[src/hw/rtl/tsd_pkg.sv]
// ----------------------------------------------------------------------------
// Tactile slip detector package
// Widths, codes, payload and control types shared by the detector modules.
// ----------------------------------------------------------------------------
`timescale 1ns / 1ps

package tsd_pkg;

    localparam int TAXELS_DEFAULT       = 22;
    localparam int WINDOW_DEPTH_DEFAULT = 5;

    localparam int INDEX_W     = 5;
    localparam int SAMPLE_W    = 16;
    localparam int CORR_W      = 17;
    localparam int SLOPE_W     = 18;
    localparam int ACC_W       = 24;
    localparam int SUM_W       = 20;
    localparam int SLOT_W      = 3;
    localparam int FRAMES_W    = 8;
    localparam int THR_W       = 16;
    localparam int CFG_INDEX_W = 2;
    localparam int DIV_CNT_W   = 5;

    // divider sweep: load, one step per dividend bit, store
    localparam logic [DIV_CNT_W-1:0] DIV_LOAD  = 5'd0;
    localparam logic [DIV_CNT_W-1:0] DIV_STORE = 5'd25;

    localparam logic [CFG_INDEX_W-1:0] REG_AMP_THRESHOLD      = 2'd0;
    localparam logic [CFG_INDEX_W-1:0] REG_SLIP_THRESHOLD     = 2'd1;
    localparam logic [CFG_INDEX_W-1:0] REG_CALIBRATION_FRAMES = 2'd2;

    localparam logic [THR_W-1:0]    AMP_THR_RESET    = 16'd2000;
    localparam logic [THR_W-1:0]    SLIP_THR_RESET   = 16'd75;
    localparam logic [FRAMES_W-1:0] CAL_FRAMES_RESET = 8'd20;
    localparam logic [FRAMES_W-1:0] FRAMES_MAX       = 8'd255;

    localparam logic signed [SLOPE_W-1:0] LOW_SLOPE_RESET  = 18'sd30000;
    localparam logic signed [SLOPE_W-1:0] HIGH_SLOPE_RESET = -18'sd30000;

    localparam logic signed [CORR_W-1:0] BAND1_HIGH = 17'sd4000;
    localparam logic signed [CORR_W-1:0] BAND2_LOW  = 17'sd4001;
    localparam logic signed [CORR_W-1:0] BAND2_HIGH = 17'sd6000;
    localparam logic signed [CORR_W-1:0] BAND3_LOW  = 17'sd8001;
    localparam logic signed [CORR_W-1:0] BAND3_HIGH = 17'sd12000;

    localparam logic signed [ACC_W:0] OFFSET_MAX = 25'sd32767;
    localparam logic signed [ACC_W:0] OFFSET_MIN = -25'sd32768;

    localparam logic [1:0] DRIVE_OFF   = 2'd0;
    localparam logic [1:0] DRIVE_ON    = 2'd1;
    localparam logic [1:0] DRIVE_PULSE = 2'd2;

    localparam logic [1:0] AMP_MEDIUM = 2'd0;
    localparam logic [1:0] AMP_LOW    = 2'd1;
    localparam logic [1:0] AMP_MID    = 2'd2;
    localparam logic [1:0] AMP_HIGH   = 2'd3;

    typedef struct packed {
        logic [INDEX_W-1:0]         taxel_index;
        logic signed [SAMPLE_W-1:0] right_finger_sample;
        logic signed [SAMPLE_W-1:0] left_finger_sample;
        logic                       frame_last;
    } tsd_sample_t;

    typedef struct packed {
        logic       calibrated;
        logic [1:0] right_drive;
        logic [1:0] right_amplitude;
        logic [1:0] left_drive;
        logic [1:0] left_amplitude;
    } tsd_report_t;

    typedef struct packed {
        logic [1:0] right_drive;
        logic [1:0] right_amplitude;
        logic [1:0] left_drive;
        logic [1:0] left_amplitude;
    } tsd_levels_t;

    typedef struct packed {
        logic rd_en;
        logic acc_en;
        logic sum_en;
        logic scale_en;
        logic stats_en;
        logic clear_en;
        logic div_load;
        logic div_step;
        logic div_store;
    } lane_ctl_t;

    typedef struct packed {
        logic signed [CORR_W-1:0]  peak;
        logic signed [SLOPE_W-1:0] low;
        logic signed [SLOPE_W-1:0] high;
    } lane_stats_t;

    typedef enum logic [2:0] {
        ST_IDLE,
        ST_ACC,
        ST_SUM,
        ST_SCALE,
        ST_STATS,
        ST_FRAME,
        ST_DIVIDE,
        ST_EMIT
    } tsd_state_t;

endpackage

[src/hw/rtl/tsd_merge.sv]
// ----------------------------------------------------------------------------
// Tactile slip detector merge stage
// Combines both lanes' frame statistics into drive and amplitude levels.
// ----------------------------------------------------------------------------
`timescale 1ns / 1ps

module tsd_merge (
    input  logic                        clk,
    input  logic                        rst_n,
    input  tsd_pkg::lane_stats_t        right_stats,
    input  tsd_pkg::lane_stats_t        left_stats,
    input  logic [tsd_pkg::THR_W-1:0]   peak_limit,
    input  logic [tsd_pkg::THR_W-1:0]   slip_threshold,
    input  logic                        decide,
    input  logic                        commit,
    output tsd_pkg::tsd_levels_t        levels
);

    import tsd_pkg::*;

    tsd_levels_t levels_reg;
    logic [3:0]  right_dec;
    logic [3:0]  left_dec;

    function automatic logic [3:0] finger_levels(
        input lane_stats_t       st,
        input logic [1:0]        amp_now,
        input logic [THR_W-1:0]  amp_thr,
        input logic [THR_W-1:0]  slip_thr
    );
        logic [1:0]                amp;
        logic [1:0]                drive;
        logic signed [SLOPE_W:0]   thr;
        logic signed [SLOPE_W:0]   lo;
        logic signed [SLOPE_W:0]   hi;
        amp   = amp_now;
        drive = DRIVE_OFF;
        thr   = $signed({3'b000, slip_thr});
        lo    = (SLOPE_W + 1)'(st.low);
        hi    = (SLOPE_W + 1)'(st.high);
        if (SLOPE_W'(st.peak) > $signed({2'b00, amp_thr}))
        begin
            if (st.peak > 0 && st.peak <= BAND1_HIGH)
            begin
                amp = AMP_LOW;
            end
            if (st.peak > BAND2_LOW && st.peak <= BAND2_HIGH)
            begin
                amp = AMP_MID;
            end
            if (st.peak > BAND3_LOW && st.peak <= BAND3_HIGH)
            begin
                amp = AMP_HIGH;
            end
            if (lo < 0 && -lo > thr && hi > 0 && hi > thr)
            begin
                drive = DRIVE_PULSE;
            end
            else
            begin
                drive = DRIVE_ON;
            end
        end
        return {drive, amp};
    endfunction

    always_comb
    begin
        right_dec = finger_levels(right_stats, levels_reg.right_amplitude,
                                  peak_limit, slip_threshold);
        left_dec  = finger_levels(left_stats, levels_reg.left_amplitude,
                                  peak_limit, slip_threshold);
        if (decide)
        begin
            levels = '{right_drive: right_dec[3:2], right_amplitude: right_dec[1:0],
                       left_drive: left_dec[3:2], left_amplitude: left_dec[1:0]};
        end
        else
        begin
            levels = levels_reg;
        end
    end

    always_ff @(posedge clk or negedge rst_n)
    begin
        if (!rst_n)
        begin
            levels_reg <= '{right_drive: DRIVE_OFF, right_amplitude: AMP_MEDIUM,
                            left_drive: DRIVE_OFF, left_amplitude: AMP_MEDIUM};
        end
        else if (commit)
        begin
            levels_reg <= levels;
        end
    end

endmodule

[config.mk]
export PLATFORM = sky130hd
export DESIGN_NAME = tsd_merge
export DESIGN_NICKNAME = d
export VERILOG_FILES = /design/src/hw/rtl/tsd_pkg.sv /design/src/hw/rtl/tsd_merge.sv
export SDC_FILE = /design/constraint.sdc
export NUM_CORES = 1
export LEC_CHECK = 0
export BUFFER_PORTS_ARGS = -buffer_cell sky130_fd_sc_hd__buf_2
export CAP_MARGIN = 40
export CORE_MARGIN = 2
export CORE_UTILIZATION = 56
export CTS_BUF_LIST = sky130_fd_sc_hd__clkbuf_8
export DETAILED_ROUTE_END_ITERATION = 8
export HOLD_SLACK_MARGIN = 0.12
export PLACE_DENSITY = 0.9
export SYNTH_ARGS = -nofsm -noshare
export SYNTH_HDL_FRONTEND = slang
export SYNTH_SLANG_ARGS = --single-unit
[constraint.sdc]
create_clock -name clk -period 6.3 [get_ports clk]
set_clock_uncertainty 0.15 [all_clocks]
set_input_delay 0.63 -clock clk [delete_from_list [all_inputs] [get_ports clk]]
set_output_delay 0.63 -clock clk [all_outputs]
set_load 0.02 [all_outputs]
After elaboration in Yosys (flattened, before gate mapping). Cells that the tools add are included.

Logic and storage cells: 53. Register bits: 8. Output and inout bits: 8. Input port bits: 142.

$add $sub $neg: 2. Magnitude comparators: 22. Multiplexer cells: 13. Reduce and logical (&&, ||, !) cells: 12.

Operators by type and width (count): greater-than comparator 19 x 17 -> 1 bit (2); negation 18 -> 19 bit (2); greater-than comparator 18 x 1 -> 1 bit (second input constant) (2); greater-than comparator 18 x 17 -> 1 bit (2); < comparator 18 x 1 -> 1 bit (second input constant) (2); greater-than comparator 17 x 1 -> 1 bit (second input constant) (2); greater-than comparator 17 x 13 -> 1 bit (second input constant) (2); greater-than comparator 17 x 14 -> 1 bit (second input constant) (2); greater-than comparator 17 bit (2); less-or-equal comparator 17 x 13 -> 1 bit (second input constant) (2); less-or-equal comparator 17 x 14 -> 1 bit (second input constant) (2); less-or-equal comparator 17 x 15 -> 1 bit (second input constant) (2); two-way mux 2 bit (12); logical AND 1 bit (12); two-way mux 8 bit (1).

Depth between registers and ports, before layout. Gate-level depths: netlist of run 1.

Word-level depth: 8. Mapped depth: 14.

Worst setup path before layout of run 1. No wires, ideal clock.

Path kind: input -> output. Start: input port left_stats[18] in the netlist's numbering. End: output port levels[3] in the netlist's numbering. Path buffers: 0. Path slack: 1824 ps. Stages on the path: 11. Required time: 5520 ps. Arrival time: 3696 ps. Cell sequence: or4_1 nor4b_2 nor3b_1 xnor2_1 ha_1 nand2_1 o311ai_0 a21o_1 nor4b_1 or3_1 o32ai_1.

RTL lines: start, declared (RTL line tsd_merge.sv:11) `input tsd_pkg::lane_stats_t left_stats,`; end, declared (RTL line tsd_merge.sv:16) `output tsd_pkg::tsd_levels_t levels`.

==> flow_metrics.env, run 1 <==
export IMPL_outcome="finished, final reports clean"
export IMPL_worstPathMaxFanout=5
export IMPL_ys_types=62
export IMPL_overflow=0
export IMPL_synth_xor_area_share_pct=6.70
export IMPL_post_cts_setup_buffer_count=0
export IMPL_synth_seq_area_share_pct=5.11
export IMPL_timing_rr_start="levels_reg[2]"
export IMPL_via_count=4810
export IMPL_synth_area_leaders="ha_1, dfrtp_1, inv_1"
export IMPL_synth_top_family_by_area="adder cells"
export IMPL_top_layer_used="met4"
export IMPL_min_period_ns=4.80
export IMPL_fin_cells=766
export IMPL_period_share_pct=76.2
export IMPL_die_w_um=87.7
export IMPL_ioPinCount=150
export IMPL_finalSetupViolCount=0
export IMPL_yosysWarnings=0
export IMPL_start_util_pct=57.7
export IMPL_n_antenna_cell=0
export IMPL_cts_sinks=8
export IMPL_fin_nets=912
export IMPL_grt_pass1_wl_mm=20.3
export IMPL_root_buffer="clkbuf_8"
export IMPL_min_path_type="reg -> reg"
export IMPL_maxCapViolCount=0
export IMPL_cts_path_max_buffers=2
export IMPL_powerDensity_nw_per_um2=82.2
export IMPL_largest_reg_flops=8
export IMPL_cts_tree="yes"
export IMPL_postPlaceCellArea_um2=4760
export IMPL_synthAdderAreaFrac_pct=31.3
export IMPL_slew_headroom_pct=40.9
export IMPL_max_freq_mhz=208
export IMPL_wire_per_inst_um=16.4
export IMPL_crit_reg2reg_capture="levels_reg[2]"
export IMPL_grt_pass1_vias=4591
export IMPL_avgSynthCellArea_um2=7.51
export IMPL_maxSlewViolCount=0
export IMPL_htreeDepth=1
export IMPL_clk_pin_slew_worst_paths_ns=0.04
export IMPL_syn_to_final_growth_pct=22.9
export IMPL_cts_resized=0
export IMPL_die_y_um=87.7
export IMPL_synth_common_cells="ha_1, inv_1, a21oi_1"
export IMPL_routabilityCongestion=0.941
export IMPL_dp_cells=762
export IMPL_synthMuxAreaShare_pct=0
export IMPL_synth_compound_area_share_pct=22.7
export IMPL_dr_wl_met2_mm=6.08
export IMPL_clkLatencyLatePin_ns=0.22
export IMPL_worstMarginPinSlew_ns=0.879
export IMPL_rows=30
export IMPL_hold_viol=0
export IMPL_crit_type="in -> out"
export IMPL_syn_inst=522
export IMPL_ys_seq_elements=8
export IMPL_grt_use_total_pct=32.4
export IMPL_synthSimpleGateAreaFrac_pct=28.9
export IMPL_design_area_um2=4820
export IMPL_arrival_ns=4.02
export IMPL_wl_met1_mm=4.87
export IMPL_dp_hpwl_mm=10.9
export IMPL_drt_pass1_iter_count=7
export IMPL_synth_edff_count=0
export IMPL_viasPerCell=6.28
export IMPL_synth_nets=762
export IMPL_yosysMostFrequentCell="ha_1"
export IMPL_ys_flop_type="dfrtp_1"
export IMPL_fin_setup_tns_ns=0
export IMPL_cts_made_buffers=3
export IMPL_worstSetupEndpointType="primary output"
export IMPL_drive_gt1_share_pct=24.5
export IMPL_antenna_found_initial=0
export IMPL_netlist_area_um2=3920
export IMPL_synth_top_cell_area_share_pct=31.3
export IMPL_drc=0
export IMPL_startpoint_type="primary input"
export IMPL_fin_util_pct=70.9
export IMPL_coreArea_um2=6790
export IMPL_nFillCells=579
export IMPL_crit_end="levels[2]"
export IMPL_synth_async_reset_ratio_pct=100
export IMPL_grt_max_degree=11
export IMPL_yosysTopAreaCell="ha_1"
export IMPL_drt_antenna_violating_nets=0
export IMPL_leakage_nw=2.35
export IMPL_wl_mm=12.5
export IMPL_wl_met3_mm=1.20
export IMPL_dieArea_um2=7680
export IMPL_rsz0062_at_grt="false"
export IMPL_first_iter_violations=229
export IMPL_rrSetupSlack_ns=5.40
export IMPL_required_ns=5.52
export IMPL_startpoint="left_stats[18]"
export IMPL_io_buffers=149
export IMPL_ff2ff_path_depth=2
export IMPL_ir_drop_mv=0.0475
[critical path, stage by stage]
cell,delay (ns)
buf_2,0.11
inv_1,0.08
ha_1,0.18
or3b_2,0.51
nor2_1,0.28
nand2_1,0.10
xor2_1,0.22
ha_1,0.28
a211oi_1,0.26
o311ai_0,0.16
a21o_1,0.17
nor4b_1,0.52
a21oi_1,0.08
a22oi_1,0.22
buf_2,0.20
[final cells by class]
class	count	area (um2)	share of cell area [%]
Timing Repair Buffer	150	756	15.7
Clock buffer	3	41.3	0.857
Tap cell	96	120	2.49
Sequential cell	8	200	4.16
Inverter	50	188	3.90
Multi-Input combinational cell	459	3510	72.9
[report_power, final]
group | switching (mW) | leakage [nW] | internal (mW)
Clock | 0.0187 | 0.0216 | 0.0413
Sequential | 0.00234 | 0.110 | 0.0559
Combinational | 0.158 | 2.22 | 0.120
[layer usage]
metal | track usage (%) | vias up
met5 | 0 | -
met4 | 12.0 | 0
met3 | 3.86 | 40
met2 | 58.5 | 283
met1 | 39.0 | 2158
li1 | - | 2329
[cell usage in the layout (no fill, tap or decap), types with 3 or more instances in the layout]
cell type    n
a2111oi_0    3
a211oi_1     6
a21boi_0     4
a21o_1       7
a21oi_1     35
a22o_1       6
a31oi_1      4
and2_1       8
and3_1       6
and4_1       3
buf_2      149
clkbuf_8     3
dfrtp_1      8
ha_1        98
inv_1       50
nand2_1     31
nand2b_1     6
nand3_1     20
nand4_1     19
nand4b_1     3
nor2_1      23
nor2b_1      5
nor3_1      20
nor4_1      23
o211ai_1     5
o21a_1       4
o21ai_0     25
o31ai_1      6
or2_2        3
or3_1        4
or3b_2       3
or4_1       12
xnor2_1     20
xor2_1      10
[worst min-delay path by stage]
stage	startpoint	endpoint	cells after the start
2_1_floorplan	rst_n	levels_reg[0]	0
3_3_place_gp	levels_reg[7]	levels_reg[7]	2
3_5_place_dp	rst_n	levels_reg[3]	1
4_1_cts	levels_reg[3]	levels_reg[3]	2
5_1_grt	levels_reg[5]	levels_reg[5]	1
6_report	levels_reg[3]	levels_reg[3]	2
[what timing repair did]
action                                 CTS  global route
setup endpoints to repair                0             0
hold buffers                             1             0
endpoints found under the hold margin    8             0
[kinds of logic after synthesis]
kind of cell | Yosys count
DFF | 8
xor gates and xnor gates | 30
adders and majority gates | 98
and+or+nand+nor | 199
buffers and inverters | 55
AOI/OAI and AO/OA | 132
[through the flow]
stage	hold slack, ns	total power [mW]	worst slack, ns
after CTS	0.342	0.392	1.50
after detailed placement	0.333	0.330	1.50
after floorplan	0.184	0.212	1.82
after global placement	0.325	0.316	1.65
final	0.334	0.396	1.50
after global routing	0.374	0.433	1.17
(Power assumes the default switching activity.)
==> run 2: changes to the inputs <==
Settings changed: CORE_UTILIZATION 56 to 52, PLACE_DENSITY 0.9 to 0.84.
Clock period 6.3 ns to 4.7 ns, I/O delays scaled along.
==> flow_metrics.env, run 2 (synthesis results as in run 1) <==
export IMPL_timing_rr_start="levels_reg[2]"
export IMPL_finalSetupViolCount=0
export IMPL_drt_antenna_violating_nets=0
export IMPL_fin_nets=914
export IMPL_wl_mm=12.7
export IMPL_grt_pass1_wl_mm=21.0
export IMPL_wire_per_inst_um=16.5
export IMPL_rows=31
export IMPL_routabilityCongestion=1.00
export IMPL_worstPathMaxFanout=5
export IMPL_period_share_pct=94.4
export IMPL_crit_path_top_delay_cell="or3b_2"
export IMPL_slew_headroom_pct=54.6
export IMPL_syn_to_final_growth_pct=23.4
export IMPL_final_common_cell="buf_2"
export IMPL_min_path_type="reg -> reg"
export IMPL_arrival_ns=3.82
export IMPL_drive_gt1_share_pct=24.9
export IMPL_fin_util_pct=66.3
export IMPL_grt_pass1_vias=4769
export IMPL_largest_reg_flops=8
export IMPL_fin_cells=771
export IMPL_crit_chain="buf_2, inv_1, ha_1, or3b_2, or3b_2, nor4_1, xnor2_1, ha_1, nand2_1, o21a_1, o32a_2, nand4_1, nand4_2, a22o_1, buf_2"
export IMPL_coreArea_um2=7290
export IMPL_max_freq_mhz=225
export IMPL_min_to="levels_reg[7]"
export IMPL_dp_slack_ns=0.225
export IMPL_min_period_ns=4.44
export IMPL_first_iter_violations=275
export IMPL_cp_top_family="simple AND/OR/NAND/NOR gates"
export IMPL_min_delay_start="levels_reg[7]"
export IMPL_required_ns=4.08
export IMPL_maxCapViolCount=0
export IMPL_rrSetupSlack_ns=3.79
export IMPL_outcome="finished, final reports clean"
export IMPL_maxSlewViolCount=0
export IMPL_dieArea_um2=8250
export IMPL_drc=0
export IMPL_die_w_um=90.8
export IMPL_post_cts_setup_buffer_count=0
export IMPL_ioPinCount=150
export IMPL_clkLatencyLatePin_ns=0.22
export IMPL_viasPerCell=6.30
export IMPL_crit_type="in -> out"
export IMPL_cts_sinks=8
export IMPL_start_util_pct=53.7
export IMPL_powerDensity_nw_per_um2=110
export IMPL_io_buffers=149
export IMPL_crit_reg2reg_capture="levels_reg[2]"
export IMPL_clk_pin_slew_worst_paths_ns=0.04
export IMPL_fin_setup_tns_ns=0
export IMPL_startpoint_type="primary input"
export IMPL_overflow=0
export IMPL_n_antenna_cell=0
export IMPL_drt_pass1_iter_count=4
export IMPL_worst_slack_ns=0.265
export IMPL_worstSetupEndpointType="primary output"
export IMPL_worstMarginPinSlew_ns=0.674
export IMPL_rsz0062_at_grt="false"
export IMPL_ff2ff_path_depth=2
export IMPL_grt_max_degree=11
export IMPL_dp_cells=767
export IMPL_grt_use_total_pct=29.8
export IMPL_p_total_mw=0.531
export IMPL_htreeDepth=1
export IMPL_slowest_delay_ns=0.52
export IMPL_dp_hpwl_mm=11.1
export IMPL_die_y_um=90.8
export IMPL_cts_tree="yes"
export IMPL_via_count=4860
export IMPL_cts_path_max_buffers=2
export IMPL_path_buf_inv=3
export IMPL_hold_depth=2
export IMPL_hold_viol=0
export IMPL_antenna_found_initial=0
export IMPL_root_buffer="clkbuf_8"
export IMPL_cts_made_buffers=3
export IMPL_leakage_nw=2.36
export IMPL_ir_drop_mv=0.0708
export IMPL_layout_common_cells="buf_2, ha_1, inv_1"
-- run 2: metal layers --
layer	up-vias	global-route usage [%]	share of wire [%]
li1	2327	-	-
met1	2213	36.9	41
met2	278	53.3	48
met3	42	3.01	8.2
met4	0	10.4	2.6
met5	-	0	0
-- run 2: where the power goes --
group	internal, mW	switching (mW)	leakage [nW]
clock network	0.0551	0.0231	0.0216
registers	0.0750	0.00349	0.110
logic	0.162	0.212	2.23
-- run 2: per-stage QoR --
step | hold WS [ns] | instance area (um2)
2_1_floorplan | 0.0244 | 3920
3_3_place_gp | 0.167 | 4780
3_5_place_dp | 0.176 | 4780
4_1_cts | 0.343 | 4830
5_1_grt | 0.372 | 4840
6_report | 0.341 | 4840
-- run 2: area by class of cell --
type	count	area, um2
Inverter	50	188
Timing Repair Buffer	152	768
Tap cell	99	124
Multi-Input combinational cell	459	3520
Sequential cell	8	200
Clock buffer	3	41.3
Fill cell	646	2450
-- run 2: how the worst max path moves through the flow --
| stage | start | endpoint | slack (ns) | cells after the start |
|---|---|---|---|---|
| 2_1_floorplan | left_stats[18] | levels[3] | 0.54 | 11 |
| 3_3_place_gp | right_stats[18] | levels[6] | 0.37 | 15 |
| 3_5_place_dp | right_stats[18] | levels[6] | 0.23 | 15 |
| 4_1_cts | right_stats[18] | levels[6] | 0.22 | 15 |
| 5_1_grt | left_stats[18] | levels[3] | 0.03 | 13 |
| 6_report | right_stats[18] | levels[6] | 0.26 | 15 |
-- run 2: repair_timing --
action / CTS / global route
hold buffers: 1 / 0
gates resized for setup: 0 / 1
setup endpoints to repair: 0 / 1
endpoints found under the hold margin: 8 / 0
-- run 2: worst reg2reg max path, stage by stage (launching register included) --
cell and delay (ns):
dfrtp_1 0.40, a21oi_1 0.14, a22oi_1 0.08
==> run 3: changes to the inputs <==
Settings changed: ABC_AREA from default to 1, CORE_MARGIN 2 to 4, CORE_UTILIZATION 52 to 40, PLACE_DENSITY 0.84 to 0.65.
==> flow_metrics.env, run 3 <==
export IMPL_outcome="finished, final reports clean"
export IMPL_nFillCells=1315
export IMPL_antenna_found_initial=1
export IMPL_cts_resized=0
export IMPL_crit_end="levels[2]"
export IMPL_yosysTopAreaCell="ha_1"
export IMPL_avgSynthCellArea_um2=5.72
export IMPL_drt_pass1_iter_count=5
export IMPL_wl_mm=14.4
export IMPL_coreArea_um2=11600
export IMPL_synth_area_leaders="ha_1, nand2_1, inv_1"
export IMPL_overflow=0
export IMPL_rows=39
export IMPL_hold_viol=0
export IMPL_min_period_ns=3.59
export IMPL_synth_async_reset_ratio_pct=100
export IMPL_synth_top_cell_area_share_pct=25.7
export IMPL_drt_antenna_violating_nets=0
export IMPL_worstSetupEndpointType="primary output"
export IMPL_layout_common_cells="nand2_1, buf_2, inv_1"
export IMPL_yosysMostFrequentCell="nand2_1"
export IMPL_crit_chain="buf_2, nor2_1, nand2_1, nor2_2, nand3_1, nor2_1, nand2_1, o31ai_1, inv_1, ha_1, nand2_1, nor2_1, nand3_1, nor3_1, nand3_1, nor2_1, nor2_1, nand2_1, nand2_1, nand2_2, buf_2"
export IMPL_finalSetupViolCount=0
export IMPL_grt_pass1_wl_mm=24.0
export IMPL_maxSlewViolCount=0
export IMPL_via_count=5535
export IMPL_crit_path_top_delay_cell="ha_1"
export IMPL_min_path_type="reg -> reg"
export IMPL_fin_nets=1230
export IMPL_yosysWarnings=0
export IMPL_die_y_um=117
export IMPL_rsz0062_at_grt="false"
export IMPL_crit_reg2reg_capture="levels_reg[4]"
export IMPL_worst_slack_ns=1.11
export IMPL_syn_to_final_growth_pct=20.2
export IMPL_routabilityCongestion=0.897
export IMPL_clkLatencyLatePin_ns=0.23
export IMPL_cts_sinks=8
export IMPL_post_cts_setup_buffer_count=0
export IMPL_ioPinCount=150
export IMPL_timing_rr_start="levels_reg[4]"
export IMPL_viasPerCell=4.89
export IMPL_clk_pin_slew_worst_paths_ns=0.04
export IMPL_min_delay_start="levels_reg[1]"
export IMPL_slowest_delay_ns=0.27
export IMPL_grt_use_total_pct=20.3
export IMPL_worstMarginPinSlew_ns=0.468
export IMPL_startpoint="left_stats[22]"
export IMPL_met3_usage_pct=2.07
export IMPL_leakage_nw=3.37
export IMPL_fin_util_pct=49.7
export IMPL_synth_nets=1076
export IMPL_wire_per_inst_um=12.8
export IMPL_worstPathMaxFanout=4
export IMPL_ir_drop_mv=0.157
export IMPL_start_util_pct=41.3
export IMPL_period_share_pct=76.3
export IMPL_ff2ff_path_depth=6
export IMPL_grtUsageMet1_pct=28.0
export IMPL_cts_tree="yes"
export IMPL_fin_setup_tns_ns=0
export IMPL_syn_inst=836
export IMPL_cts_path_max_buffers=2
export IMPL_cts_made_buffers=3
export IMPL_drc=0
export IMPL_grt_pass1_vias=5280
export IMPL_startpoint_type="primary input"
export IMPL_slew_headroom_pct=68.5
export IMPL_synth_edff_count=0
export IMPL_crit_type="in -> out"
export IMPL_htreeDepth=1
export IMPL_busiest_layer="met2"
export IMPL_grt_use_met2_pct=34.8
export IMPL_drive_gt1_share_pct=19.0
export IMPL_grt_max_degree=10
export IMPL_ctsHoldBuffers=1
export IMPL_required_ns=4.08
export IMPL_dp_hpwl_mm=13.0
export IMPL_max_freq_mhz=279
export IMPL_synth_seq_area_share_pct=4.19
export IMPL_rrSetupSlack_ns=3.55
export IMPL_die_w_um=117
export IMPL_first_iter_violations=300
export IMPL_powerDensity_nw_per_um2=107
export IMPL_final_common_cell="nand2_1"
export IMPL_worst_hold_slack_ns=0.327
export IMPL_ys_seq_elements=8
export IMPL_largest_reg_flops=8
export IMPL_ys_flop_type="dfrtp_1"
export IMPL_dieArea_um2=13800
export IMPL_synth_common_cells="nand2_1, inv_1, nor2_1"
export IMPL_maxCapViolCount=0
export IMPL_dp_slack_ns=1.12
export IMPL_io_buffers=149
export IMPL_ys_types=35
export IMPL_netlist_area_um2=4780
export IMPL_root_buffer="clkbuf_8"
export IMPL_arrival_ns=2.97
## run 3: how the worst min path moves through the flow
stage | endpoint | slack, ns | cells past startpoint
6_report | levels_reg[1] | 0.33 | 2
5_1_grt | levels_reg[2] | 0.36 | 2
4_1_cts | levels_reg[1] | 0.33 | 2
3_5_place_dp | levels_reg[1] | 0.18 | 1
3_3_place_gp | levels_reg[1] | 0.17 | 1
2_1_floorplan | levels_reg[0] | 0.02 | 0
## run 3: power by group
| part | switching (mW) | total [mW] | internal [mW] |
|---|---|---|---|
| logic | 0.272 | 0.450 | 0.177 |
| registers | 0.00462 | 0.0833 | 0.0787 |
| clock network | 0.0289 | 0.0845 | 0.0556 |
## run 3: routing by layer
layer / up-vias / wire [um]
li1: 3002 / -
met1: 2396 / 7060
met2: 113 / 6620
met3: 24 / 509
met4: 0 / 245
met5: - / 0
## run 3: through the flow
step / total power [mW] / area [um2] / cells
floorplan: 0.359 / 4780 / 836
global placement: 0.529 / 5690 / 1127
detailed placement: 0.531 / 5690 / 1127
CTS: 0.619 / 5740 / 1131
global route: 0.694 / 5750 / 1132
finish: 0.617 / 5750 / 1132
## run 3: logic make-up after synthesis
group                      share of synthesized area [%]
buffers and inverters                               11.3
AOI/OAI and AO/OA                                   8.32
and+or+nand+nor                                     46.1
adders and majority gates                           25.7
DFF                                                 4.19
xor gates and xnor gates                            4.40
## run 3: layout make-up
type | count | area, um2 | area share (%)
Inverter | 141 | 529 | 9.21
Timing Repair Buffer | 150 | 756 | 13.2
Tap cell | 143 | 179 | 3.11
Multi-Input combinational cell | 686 | 4040 | 70.3
Antenna cell | 1 | 2.50 | 0.0435
Sequential cell | 8 | 200 | 3.48
Clock buffer | 3 | 41.3 | 0.718
## run 3: worst max-delay path: cells and delay by family
kind | cells | cell delay (ns)
buffers and inverters | 3 | 0.35
adders and majority gates | 1 | 0.27
and+or+nand+nor | 16 | 1.70
AOI/OAI and AO/OA | 1 | 0.19
